`src/rtl/rmr_pkg.sv`:
```
// ----------------------------------------------------------------------------
// rmr_pkg: shared types and constants for the rational multiply/reduce core
// Field widths of the channel payloads and status bundles between units.
// ----------------------------------------------------------------------------
package rmr_pkg;

  // Width of each operand field on the input channel.
  localparam int FIELD_W = 32;
  // Width of each result field on the output channel.
  localparam int PROD_W  = 64;

  // Status from the GCD unit back to the sequencer.
  typedef struct packed {
    logic done;  // y reached zero, g/num_s/den_s are final
    logic zero;  // gcd is zero (both products were zero)
  } gcd_stat_t;

endpackage

```
`src/rtl/rmr_if.sv`:
```
// ----------------------------------------------------------------------------
// rmr_if: valid/ready channels of the rational multiply/reduce core
// Operand channel carries two fractions, result channel one reduced fraction.
// ----------------------------------------------------------------------------
interface rmr_in_if;
  logic                               valid;
  logic                               ready;
  logic signed [rmr_pkg::FIELD_W-1:0] a_num;
  logic signed [rmr_pkg::FIELD_W-1:0] a_den;
  logic signed [rmr_pkg::FIELD_W-1:0] b_num;
  logic signed [rmr_pkg::FIELD_W-1:0] b_den;

  modport source (output valid, output a_num, output a_den, output b_num,
                  output b_den, input ready);
  modport sink   (input valid, input a_num, input a_den, input b_num,
                  input b_den, output ready);
endinterface

interface rmr_out_if;
  logic                              valid;
  logic                              ready;
  logic signed [rmr_pkg::PROD_W-1:0] prod_num;
  logic signed [rmr_pkg::PROD_W-1:0] prod_den;

  modport source (output valid, output prod_num, output prod_den, input ready);
  modport sink   (input valid, input prod_num, input prod_den, output ready);
endinterface

```
`src/rtl/rmr_mul.sv`:
```
// ----------------------------------------------------------------------------
// rmr_mul: shared signed multiplier with registered product
// One W x W signed multiply per enabled cycle, full 2W-bit result.
// ----------------------------------------------------------------------------
module rmr_mul #(
  parameter int W = 32
) (
  input  logic                  clk,
  input  logic                  en,
  input  logic signed [W-1:0]   a,
  input  logic signed [W-1:0]   b,
  output logic signed [2*W-1:0] prod
);

  // Both operands signed: extended to 2W before the multiply.
  always_ff @(posedge clk) begin
    if (en) begin
      prod <= a * b;
    end
  end

endmodule

```
`src/rtl/rmr_gcd.sv`:
```
// ----------------------------------------------------------------------------
// rmr_gcd: binary GCD unit, one compare/subtract or shift per cycle
// Returns the odd part of the gcd (all of it if an input is zero) and both
// inputs with the common power of two removed, so the quotients need no shift afterwards.
// ----------------------------------------------------------------------------
module rmr_gcd #(
  parameter int MW = 64
) (
  input  logic               clk,
  input  logic               rst,
  input  logic               start,
  input  logic [MW-1:0]      x_in,
  input  logic [MW-1:0]      y_in,
  output logic [MW-1:0]      g,
  output logic [MW-1:0]      num_s,
  output logic [MW-1:0]      den_s,
  output rmr_pkg::gcd_stat_t stat
);

  typedef enum logic {S_IDLE, S_RUN} state_t;

  state_t        state;
  logic [MW-1:0] x;
  logic [MW-1:0] y;
  logic [MW-1:0] sn;
  logic [MW-1:0] sd;
  logic [MW:0]   diff;

  // y - x; top bit set means x > y
  assign diff = {1'b0, y} - {1'b0, x};

  always_ff @(posedge clk) begin
    if (rst) begin
      state <= S_IDLE;
    end else begin
      unique case (state)
        S_IDLE: begin
          if (start) begin
            x     <= x_in;
            y     <= y_in;
            sn    <= x_in;
            sd    <= y_in;
            state <= S_RUN;
          end
        end
        S_RUN: begin
          if (y == '0) begin
            state <= S_IDLE;
          end else if (x == '0) begin
            // gcd(0, y) = y
            x <= y;
            y <= '0;
          end else if (!x[0] && !y[0]) begin
            // common factor of two: strip it from the dividends too
            x  <= x >> 1;
            y  <= y >> 1;
            sn <= sn >> 1;
            sd <= sd >> 1;
          end else if (!x[0]) begin
            x <= x >> 1;
          end else if (!y[0]) begin
            y <= y >> 1;
          end else if (diff[MW]) begin
            x <= y;
            y <= x;
          end else begin
            y <= diff[MW-1:0];
          end
        end
        default: state <= S_IDLE;
      endcase
    end
  end

  assign g         = x;
  assign num_s     = sn;
  assign den_s     = sd;
  assign stat.done = (state == S_RUN) && (y == '0);
  assign stat.zero = (x == '0);

endmodule

```
`src/rtl/rmr_div.sv`:
```
// ----------------------------------------------------------------------------
// rmr_div: restoring unsigned divider, one quotient bit per cycle
// done pulses when quot is valid.
// ----------------------------------------------------------------------------
module rmr_div #(
  parameter int MW = 64
) (
  input  logic          clk,
  input  logic          rst,
  input  logic          start,
  input  logic [MW-1:0] dividend,
  input  logic [MW-1:0] divisor,
  output logic [MW-1:0] quot,
  output logic          done
);

  localparam int CW = $clog2(MW);

  typedef enum logic {S_IDLE, S_RUN} state_t;

  state_t        state;
  logic [MW-1:0] rem;
  logic [MW-1:0] q;
  logic [MW-1:0] dvs;
  logic [CW-1:0] cnt;
  logic [MW:0]   trial;

  // rem < dvs, so the top bit of trial is the borrow
  assign trial = {rem, q[MW-1]} - {1'b0, dvs};

  always_ff @(posedge clk) begin
    if (rst) begin
      state <= S_IDLE;
      done  <= 1'b0;
    end else begin
      // high for one cycle after the last quotient bit
      done <= (state == S_RUN) && (cnt == CW'(MW - 1));
      unique case (state)
        S_IDLE: begin
          if (start) begin
            rem   <= '0;
            q     <= dividend;
            dvs   <= divisor;
            cnt   <= '0;
            state <= S_RUN;
          end
        end
        S_RUN: begin
          if (!trial[MW]) begin
            rem <= trial[MW-1:0];
            q   <= {q[MW-2:0], 1'b1};
          end else begin
            rem <= {rem[MW-2:0], q[MW-1]};
            q   <= {q[MW-2:0], 1'b0};
          end
          cnt <= cnt + 1'b1;
          if (cnt == CW'(MW - 1)) begin
            state <= S_IDLE;
          end
        end
        default: state <= S_IDLE;
      endcase
    end
  end

  assign quot = q;

endmodule

```
`src/rtl/rational_multiply_reduce_core.sv`:
```
// ----------------------------------------------------------------------------
// rational_multiply_reduce_core: exact fraction multiply with gcd reduction
// The binary GCD loop is value dependent; 0/0 skips both divisions.
// Throughput: one item in flight, next operand transfer in the cycle after the
// result is loaded; the GCD loop and the bit-serial divider set the rate.
// Reset (rst, synchronous): sequencer idle, result channel empty.
// ----------------------------------------------------------------------------
//
// Flow of one item:
//   IDLE   : operand transfer, low OPERAND_WIDTH bits of each field latched
//   MUL_N  : shared multiplier forms a_num*b_num
//   MUL_D  : a_den*b_den; numerator product sign and magnitude saved
//   MAG    : denominator sign/magnitude; GCD unit started on both magnitudes
//   GCD    : binary GCD runs; zero gcd (0/0) skips the divisions
//   DIV_N  : numerator magnitude divided by the odd gcd part
//   DIV_D  : denominator magnitude divided by the same
//   FINISH : signs restored, result loaded into the output register
//
// The GCD unit removes the common power of two from both magnitudes as it
// goes, so with both magnitudes nonzero the divider divides by the odd part of the gcd.
// Signs are reapplied as computed: a negative denominator stays negative.
// The output register lets a finished result wait for the sink while the
// sequencer returns to IDLE and takes the next operand transfer.
module rational_multiply_reduce_core #(
  parameter int OPERAND_WIDTH = 32
) (
  input  logic clk,
  input  logic rst,
  rmr_in_if.sink    operands,
  rmr_out_if.source result
);

  localparam int W  = OPERAND_WIDTH;
  localparam int PW = 2 * OPERAND_WIDTH;     // product / magnitude width
  localparam int RW = rmr_pkg::PROD_W;

  typedef enum logic [2:0] {
    S_IDLE, S_MUL_N, S_MUL_D, S_MAG, S_GCD, S_DIV_N, S_DIV_D, S_FINISH
  } state_t;

  state_t state;

  // latched operands, signed low W bits of each field
  logic signed [W-1:0] op_an;
  logic signed [W-1:0] op_ad;
  logic signed [W-1:0] op_bn;
  logic signed [W-1:0] op_bd;

  // shared multiplier
  logic signed [W-1:0]  mul_a;
  logic signed [W-1:0]  mul_b;
  logic signed [PW-1:0] prod;
  logic [PW-1:0]        prod_mag;

  // product signs and magnitudes
  logic          neg_n;
  logic          neg_d;
  logic [PW-1:0] mag_n;

  // GCD unit
  logic               gcd_start;
  logic [PW-1:0]      gcd_g;
  logic [PW-1:0]      gcd_num;
  logic [PW-1:0]      gcd_den;
  rmr_pkg::gcd_stat_t gcd_stat;

  // divider
  logic          div_start;
  logic [PW-1:0] div_dividend;
  logic [PW-1:0] div_quot;
  logic          div_done;

  // reduced magnitudes
  logic [PW-1:0] qn;
  logic [PW-1:0] qd;

  // output register
  logic          out_valid;
  logic [RW-1:0] res_num;
  logic [RW-1:0] res_den;
  logic [RW-1:0] ext_n;
  logic [RW-1:0] ext_d;
  logic          out_free;

  // --------------------------------------------------------------------------
  // Shared multiplier: numerator pair first, denominator pair next cycle
  // --------------------------------------------------------------------------
  assign mul_a = (state == S_MUL_N) ? op_an : op_ad;
  assign mul_b = (state == S_MUL_N) ? op_bn : op_bd;

  rmr_mul #(.W(W)) u_mul (
    .clk  (clk),
    .en   (state == S_MUL_N || state == S_MUL_D),
    .a    (mul_a),
    .b    (mul_b),
    .prod (prod)
  );

  // |product| <= 2^(PW-2), so the negation never overflows
  assign prod_mag = prod[PW-1] ? (PW'(0) - $unsigned(prod)) : $unsigned(prod);

  // --------------------------------------------------------------------------
  // GCD unit, started once both magnitudes are known
  // --------------------------------------------------------------------------
  assign gcd_start = (state == S_MAG);

  rmr_gcd #(.MW(PW)) u_gcd (
    .clk   (clk),
    .rst   (rst),
    .start (gcd_start),
    .x_in  (mag_n),
    .y_in  (prod_mag),
    .g     (gcd_g),
    .num_s (gcd_num),
    .den_s (gcd_den),
    .stat  (gcd_stat)
  );

  // --------------------------------------------------------------------------
  // Divider: numerator when the GCD finishes, denominator right after
  // --------------------------------------------------------------------------
  assign div_start = ((state == S_GCD) && gcd_stat.done && !gcd_stat.zero) ||
                     ((state == S_DIV_N) && div_done);
  assign div_dividend = (state == S_GCD) ? gcd_num : gcd_den;

  rmr_div #(.MW(PW)) u_div (
    .clk      (clk),
    .rst      (rst),
    .start    (div_start),
    .dividend (div_dividend),
    .divisor  (gcd_g),
    .quot     (div_quot),
    .done     (div_done)
  );

  // --------------------------------------------------------------------------
  // Sign restore and output register
  // --------------------------------------------------------------------------
  assign ext_n    = RW'(qn);
  assign ext_d    = RW'(qd);
  assign out_free = !out_valid || result.ready;

  // --------------------------------------------------------------------------
  // Sequencer
  // --------------------------------------------------------------------------
  always_ff @(posedge clk) begin
    if (rst) begin
      state     <= S_IDLE;
      out_valid <= 1'b0;
    end else begin
      // load wins over the drain of the previous result
      if (state == S_FINISH && out_free) begin
        out_valid <= 1'b1;
      end else if (result.ready) begin
        out_valid <= 1'b0;
      end
      unique case (state)
        S_IDLE: begin
          if (operands.valid) begin
            op_an <= operands.a_num[W-1:0];
            op_ad <= operands.a_den[W-1:0];
            op_bn <= operands.b_num[W-1:0];
            op_bd <= operands.b_den[W-1:0];
            state <= S_MUL_N;
          end
        end
        S_MUL_N: state <= S_MUL_D;
        S_MUL_D: begin
          neg_n <= prod[PW-1];
          mag_n <= prod_mag;
          state <= S_MAG;
        end
        S_MAG: begin
          neg_d <= prod[PW-1];
          state <= S_GCD;
        end
        S_GCD: begin
          if (gcd_stat.done) begin
            if (gcd_stat.zero) begin
              // 0/0: nothing to reduce
              qn    <= '0;
              qd    <= '0;
              state <= S_FINISH;
            end else begin
              state <= S_DIV_N;
            end
          end
        end
        S_DIV_N: begin
          if (div_done) begin
            qn    <= div_quot;
            state <= S_DIV_D;
          end
        end
        S_DIV_D: begin
          if (div_done) begin
            qd    <= div_quot;
            state <= S_FINISH;
          end
        end
        S_FINISH: begin
          if (out_free) begin
            res_num   <= neg_n ? (RW'(0) - ext_n) : ext_n;
            res_den   <= neg_d ? (RW'(0) - ext_d) : ext_d;
            state     <= S_IDLE;
          end
        end
        default: state <= S_IDLE;
      endcase
    end
  end

  assign operands.ready  = (state == S_IDLE);
  assign result.valid    = out_valid;
  assign result.prod_num = res_num;
  assign result.prod_den = res_den;

endmodule

```
`src/flat_wrapper.sv`:
```
// flat-port wrapper written by rule: the top's interface ports become plain ports
module rational_multiply_reduce_core_flat 
#(
  parameter int OPERAND_WIDTH = 32
)
  (clk, rst, operands_valid, operands_a_num, operands_a_den, operands_b_num, operands_b_den, operands_ready, result_valid, result_prod_num, result_prod_den, result_ready);
  rmr_in_if operands_i ();
  rmr_out_if result_i ();
  input  logic clk;
  input  logic rst;
  input wire logic [$bits(operands_i.valid)-1:0] operands_valid;
  input wire logic [$bits(operands_i.a_num)-1:0] operands_a_num;
  input wire logic [$bits(operands_i.a_den)-1:0] operands_a_den;
  input wire logic [$bits(operands_i.b_num)-1:0] operands_b_num;
  input wire logic [$bits(operands_i.b_den)-1:0] operands_b_den;
  output wire logic [$bits(operands_i.ready)-1:0] operands_ready;
  output wire logic [$bits(result_i.valid)-1:0] result_valid;
  output wire logic [$bits(result_i.prod_num)-1:0] result_prod_num;
  output wire logic [$bits(result_i.prod_den)-1:0] result_prod_den;
  input wire logic [$bits(result_i.ready)-1:0] result_ready;
  assign operands_i.valid = operands_valid;
  assign operands_i.a_num = operands_a_num;
  assign operands_i.a_den = operands_a_den;
  assign operands_i.b_num = operands_b_num;
  assign operands_i.b_den = operands_b_den;
  assign operands_ready = operands_i.ready;
  assign result_valid = result_i.valid;
  assign result_prod_num = result_i.prod_num;
  assign result_prod_den = result_i.prod_den;
  assign result_i.ready = result_ready;
  rational_multiply_reduce_core #(.OPERAND_WIDTH(OPERAND_WIDTH)) u_core (.clk(clk), .rst(rst), .operands(operands_i), .result(result_i));
endmodule
```
`config.mk`:
```
export PLATFORM = sky130hd
export DESIGN_NAME = rational_multiply_reduce_core_flat
export DESIGN_NICKNAME = d
export VERILOG_FILES = /design/src/rtl/rmr_pkg.sv /design/src/rtl/rmr_if.sv /design/src/rtl/rmr_mul.sv /design/src/rtl/rmr_gcd.sv /design/src/rtl/rmr_div.sv /design/src/rtl/rational_multiply_reduce_core.sv /design/src/flat_wrapper.sv
export SDC_FILE = /design/constraint.sdc
export NUM_CORES = 2
export LEC_CHECK = 0
export BUFFER_PORTS_ARGS = -buffer_cell sky130_fd_sc_hd__buf_2
export CORE_MARGIN = 2
export CORE_UTILIZATION = 30
export DETAILED_ROUTE_END_ITERATION = 10
export PLACE_DENSITY = 0.54
export SLEW_MARGIN = 20
export SYNTH_ARGS = -nofsm -noshare
export SYNTH_HDL_FRONTEND = slang
export SYNTH_SLANG_ARGS = --single-unit
```
`constraint.sdc`:
```
create_clock -name clk -period 30.3 [get_ports clk]
set_input_delay 6.06 -clock clk [delete_from_list [all_inputs] [get_ports clk]]
set_output_delay 6.06 -clock clk [all_outputs]
set_load 0.1 [all_outputs]
```
---- Word level (Yosys, flattened, before mapping) ----
Cells that the tools add are included.
cells by class
  add/sub/neg operators ................... 6
  multiply operators ...................... 1
  eq/ne operators ......................... 22
  muxes and demuxes ....................... 58
  bitwise logic cells ..................... 3
  reduce and logical (&&, ||, !) cells .... 33
operator list
  cell                                                                 count
  64-bit two-way mux                                                   30
  64-bit case mux with 2 select lines                                  8
  1-bit by 64-bit subtractor with 64-bit output, first input constant  3
  64-bit logical NOT                                                   2
  64-bit by 64-bit subtractor with 65-bit output                       1
  65-bit by 64-bit subtractor with 65-bit output                       1
  32-bit by 32-bit multiplier with 64-bit output                       1
  32-bit two-way mux                                                   2
  5-bit AND reduction                                                  5
  3-bit case mux with 8 select lines                                   1
  3-bit two-way mux                                                    5
  3-bit == test, second input constant                                 4
  2-bit by 1-bit != test with 1-bit output, second input constant      6
  6-bit case mux with 2 select lines                                   1
  3-bit AND reduction                                                  4
  2-bit != test, second input constant                                 5
  5-bit by 2-bit != test with 1-bit output, second input constant      2
  1-bit logical AND                                                    7
  1-bit two-way mux                                                    7
  6-bit by 1-bit adder with 6-bit output, second input constant        1
  3-bit by 2-bit == test with 1-bit output, second input constant      2
  6-bit == test, second input constant                                 1
  6-bit two-way mux                                                    1
  2-bit AND reduction                                                  3
  other kinds (10)                                                     20
storage, ports and cells
  register bits ........................... 975
  bits of input ports ..................... 132
  output and inout port bits .............. 130
  logic and storage cells ................. 149

---- Longest topological paths before layout ----
  depth in word-level cells ............... 8
  depth in mapped cells ................... 34

---- Modules after synthesis ----
Synthesis repeated with hierarchy kept, for this count alone.
unflattened totals
  cells, all modules ...................... 8134
  area total of the unflattened synthesis .. 87550.2 um^2
by module, submodules not included
  module                         instances  cells an instance  area each (um^2)
  rmr_mul                        1          3966               38261.7
  rational_multiply_reduce_core  1          1406               20642.3
  rmr_gcd                        1          1630               16449.5
  rmr_div                        1          1132               12196.7

---- Least setup slack after synthesis ----
OpenSTA, ideal clock, no wires.
  path type ............................... input to register
  start ................................... in rst
  end ..................................... reg u_core.op_ad[0], enable pin
  library setup time ...................... 0.798 ns
  data arrival time ....................... 15.565 ns
  data required time ...................... 29.502 ns
  setup slack ............................. 13.937 ns
  cell stages on the path ................. 2
  path buffers ............................ 1
  cells stage by stage .................... clkbuf_1 -> nor3b_1
on the way
  cells in the longest elaborated chain, start to end .. 2
RTL lines
  what                                  line                                  RTL
  start, declared                       flat_wrapper.sv:10                    input logic rst;
  1-bit inverter (no source line)       -
  3-bit AND reduction (no source line)  -
  end signal, assigned                  rational_multiply_reduce_core.sv:161  op_ad <= operands.a_den[W-1:0];
  end, declared                         rational_multiply_reduce_core.sv:45   logic signed [W-1:0] op_ad;
Every way passes these cells.
A chain may end at the register's enable or synchronous reset.

---- Worst setup path after layout ----
  start ................................... reg u_core.state[0]
  end ..................................... reg u_core.u_mul.prod[63], data pin
on the way
  cells in the longest elaborated chain, start to end .. 3
RTL lines
  what                                              line                                                                      RTL
  start, declared                                   rational_multiply_reduce_core.sv:41                                       state_t state;
  start signal, assigned                            rational_multiply_reduce_core.sv:148                                      state <= S_IDLE;
  start signal, assigned                            rational_multiply_reduce_core.sv:164                                      state <= S_MUL_N;
  start signal, assigned                            rational_multiply_reduce_core.sv:167                                      S_MUL_N: state <= S_MUL_D;
  3-bit by 1-bit == test with 1-bit output *        rational_multiply_reduce_core.sv:88, rational_multiply_reduce_core.sv:89
  32-bit two-way mux (on tied branches)             rational_multiply_reduce_core.sv:88, rational_multiply_reduce_core.sv:89
  32-bit by 32-bit multiplier with 64-bit output *  rmr_mul.sv:18                                                             prod <= a * b;
  end signal, assigned                              rmr_mul.sv:18
  end, declared                                     rmr_mul.sv:12                                                             output logic signed [2*W-1:0] prod
Every way passes the cells marked *; elsewhere a longest branch is shown, timed or not.

==> flow_summary_export.csv <==
group,metric,value,unit
run_status,status,"finished, final reports clean",
sta,rsz0062_at_grt,"no",
placed_design,hpwl,210000,µm
grt,grt_pass1_wl,410000,µm
sta,finalSetupViolations,0,
finish,postLayoutCoreUtil,0.333,
worst_setup_path,crit_required,30.81,ns
yosys,synth_flop_cell,"edfxtp_1",
route,drtPass1Iterations,8,
route,routedLengthMet1,122000,µm
grt,antenna_found_initial,7,
yosys,synth-warning-count,0,
route,viasPerCell,5.08,
yosys,synth-edff-count,968,
finish,syn_to_final_growth,10.8,%
yosys,synthSimpleGateAreaFrac,0.120,
floorplanning,die-height,538,µm
sta,finalClockSkew,0.116,ns
placed_design,port_buffers,261,
yosys,yosysSeqAreaShare,0.341,
finish,drive_above_1_share,0.0952,
yosys,synth_top_family_by_area,"adder cells",
clock_tree,hold_buffers,0,
route,dr_wl_met2,118000,µm
route,drtIter0Drc,5666,
worst_setup_path,critPathKind,"reg2reg",
sta,fin_setup_tns,0,ns
yosys,yosysTopAreaCell,"edfxtp_1",
floorplanning,dieArea,0.289,mm²
worst_setup_path,endpoint_kind,"flop",
grt,grt_remaining_overflow,0,
sta,worst_slew_pin_slew,1.18,ns
floorplanning,core,0.284,mm²
yosys,yosysTopAreaCellShare,0.340,
route,avgRoutedWirePerCell,22.5,µm
clock_tree,cts_root_buf,"clkbuf_16",
clock_tree,cts_resized,0,
clock_tree,cts_setup_buffers,0,
clock_tree,clock_path_buffers,3,
worst_setup_path,crit_path_frequent_cell,"fa_1",
yosys,synth-compound-area-share,0.0924,
yosys,synth_xor_area_frac,0.0378,
clock_tree,clkSinkCount,975,
floorplanning,initial_core_util,0.301,
sta,maxSlewViolCount,0,
floorplanning,die_w,538,µm
yosys,ys_async_sr_fraction,0,
route,ant_nets,0,
placed_design,preCtsSetupSlack,18.12,ns
placed_design,place_congestion,0.910,
sta,slew_headroom,0.197,
min_path,min_from,"u_core.u_gcd.den_s[1]$_DFFE_PP_",
grt,grt_max_degree,100,
min_path,worst_hold_path_type,"reg2reg",
finish,nets,9829,
clock_tree,worstSkewPairLatency,0.79,ns
yosys,yosysUniqueCellTypes,80,
finish,layoutNonFillerInstCount,12100,
yosys,syn_inst,8210,
clock_tree,path_clk_slew,0.06,ns
yosys,syn_nets,9744,
yosys,synth.area.mux_share,0.0407,
sta,final.setup.worst_slack,18.08,ns
route,drc,0,
yosys,netlist_top_cells_area,"edfxtp_1, fa_1, inv_1",
floorplanning,rows,196,
worst_setup_path,cp-start-kind,"flop",
yosys,synth-seq-cells,975,
sta,hold_viol,0,
sta,period_share,0.403,
route,top_layer,"met5",
worst_setup_path,critPathArrivalTime,12.73,ns
placed_design,place_inst,12000,
route,vias,61700,
sta,max_freq,0.0819,GHz
clock_tree,cts_tree,"done",
clock_tree,cts-htree-levels,3,
route,wl_met3,23300,µm
worst_setup_path,slowest_stage,"fa_1",
sta,min_period,12.22,ns
worst_setup_path,critPathMaxFanout,44,
grt,gr-usage-all-layers,0.187,
yosys,synth-adder-area-share,0.300,
worst_setup_path,cpPeakStageDelay,0.88,ns
yosys,netlist_area,0.0855,mm²
flow_run,max-cap-violations,0,
worst_setup_path,timing.rr.start,"u_core.state[0]$_SDFFE_PP0P_",
route,drt_wl_total,274000,µm
yosys,syn_avg_cell_area,10.4,µm²
worst_setup_path,cp-startpoint,"u_core.state[0]$_SDFFE_PP0P_",
floorplanning,io-pin-count,262,
grt,grt_pass1_vias,63200,
clock_tree,cts_buffers,104,
[registers in the layout (all words and copies together), names as in the netlist, 32 cells and up]
signal / cells
u_core.ext_d: 64
u_core.ext_n: 64
u_core.mag_n: 64
u_core.result.prod_den: 64
u_core.result.prod_num: 64
u_core.u_div.dvs: 64
u_core.u_div.quot: 64
u_core.u_div.rem: 64
u_core.u_gcd.den_s: 64
u_core.u_gcd.g: 64
u_core.u_gcd.num_s: 64
u_core.u_gcd.y: 64
u_core.u_mul.prod: 64
u_core.op_ad: 32
u_core.op_an: 32
u_core.op_bd: 32
u_core.op_bn: 32
[through the flow]
step                      area [µm²]  hold slack, ns
final                          94800           0.493
after global routing           94800           0.531
after CTS                      94800           0.484
after detailed placement       91200           0.524
after global placement         91200           0.541
after floorplan                85500           0.443
[worst max-delay path: cells and delay by family, from the launching register on]
| family | cells | cell delay, ns |
|---|---|---|
| xor+xnor | 1 | 0.08 |
| compound gates | 6 | 1.31 |
| flops | 1 | 0.78 |
| mux | 1 | 0.73 |
| simple gates | 6 | 1.53 |
| fa+ha+maj | 9 | 4.87 |
| buf+inv | 6 | 2.47 |
[kinds of logic after synthesis]
logic type / Yosys count
adder cells (fa/ha/maj): 1402
multiplexers: 328
XOR/XNOR: 369
flip-flops: 975
AO/OA/AOI/OAI: 1257
AND/OR/NAND/NOR: 2350
buffers and inverters: 1529
[cell usage after synthesis (37+ instances only)]
cell type and n:
o21ai_0 280, mux2_2 157, ha_1 318, nand2b_1 37, o31ai_1 70, inv_1 1135, xor2_1 69, edfxtp_1 968
nor3_1 54, nor4_1 54, xnor2_1 300, nand3_1 71, a21o_1 133, clkbuf_1 364, nand4_1 54, nand2_1 935
nor2_1 813, a21oi_1 425, mux2i_1 171, fa_1 1084, and2_1 157
[area by class of cell]
type	instances	area (µm²)
clock buffer	117	2650
multi-input combinational	5706	50900
fill	28700	190000
inverter	1137	4270
sequential	975	29200
antenna	5	12.5
tap	3762	4710
timing repair buffer	371	2130
clock inverter	75	897
[cells in the final DEF (no fill, tap or decap), types with 157 or more instances in the layout]
| cell type | count |
|---|---|
| xnor2_1 | 300 |
| inv_1 | 1134 |
| and2_1 | 157 |
| nor2_1 | 807 |
| ha_1 | 318 |
| nand2_1 | 934 |
| edfxtp_1 | 968 |
| fa_1 | 1084 |
| o21ai_0 | 280 |
| mux2_2 | 157 |
| buf_2 | 261 |
| a21oi_1 | 423 |
[path summary, 6_finish.rpt]
path	endpoint	cells past startpoint	slack, ns
worst max register to register	u_core.u_mul.prod[63]$_DFFE_PP_	29	18.08
worst min-delay path	u_core.u_gcd.den_s[0]$_DFFE_PP_	2	0.49
worst max-delay path	u_core.u_mul.prod[63]$_DFFE_PP_	29	18.08
worst min register to register	u_core.u_gcd.den_s[0]$_DFFE_PP_	2	0.49
[layer usage]
metal	global-route usage	vias up
li1	-	27400
met1	0.263	31300
met2	0.285	2575
met3	0.0412	432
met4	0.0637	6
met5	0	-
Power is left out: the tool's default activity adds up to more than one toggle a clock period on the data nets, which glitch-free logic cannot reach.
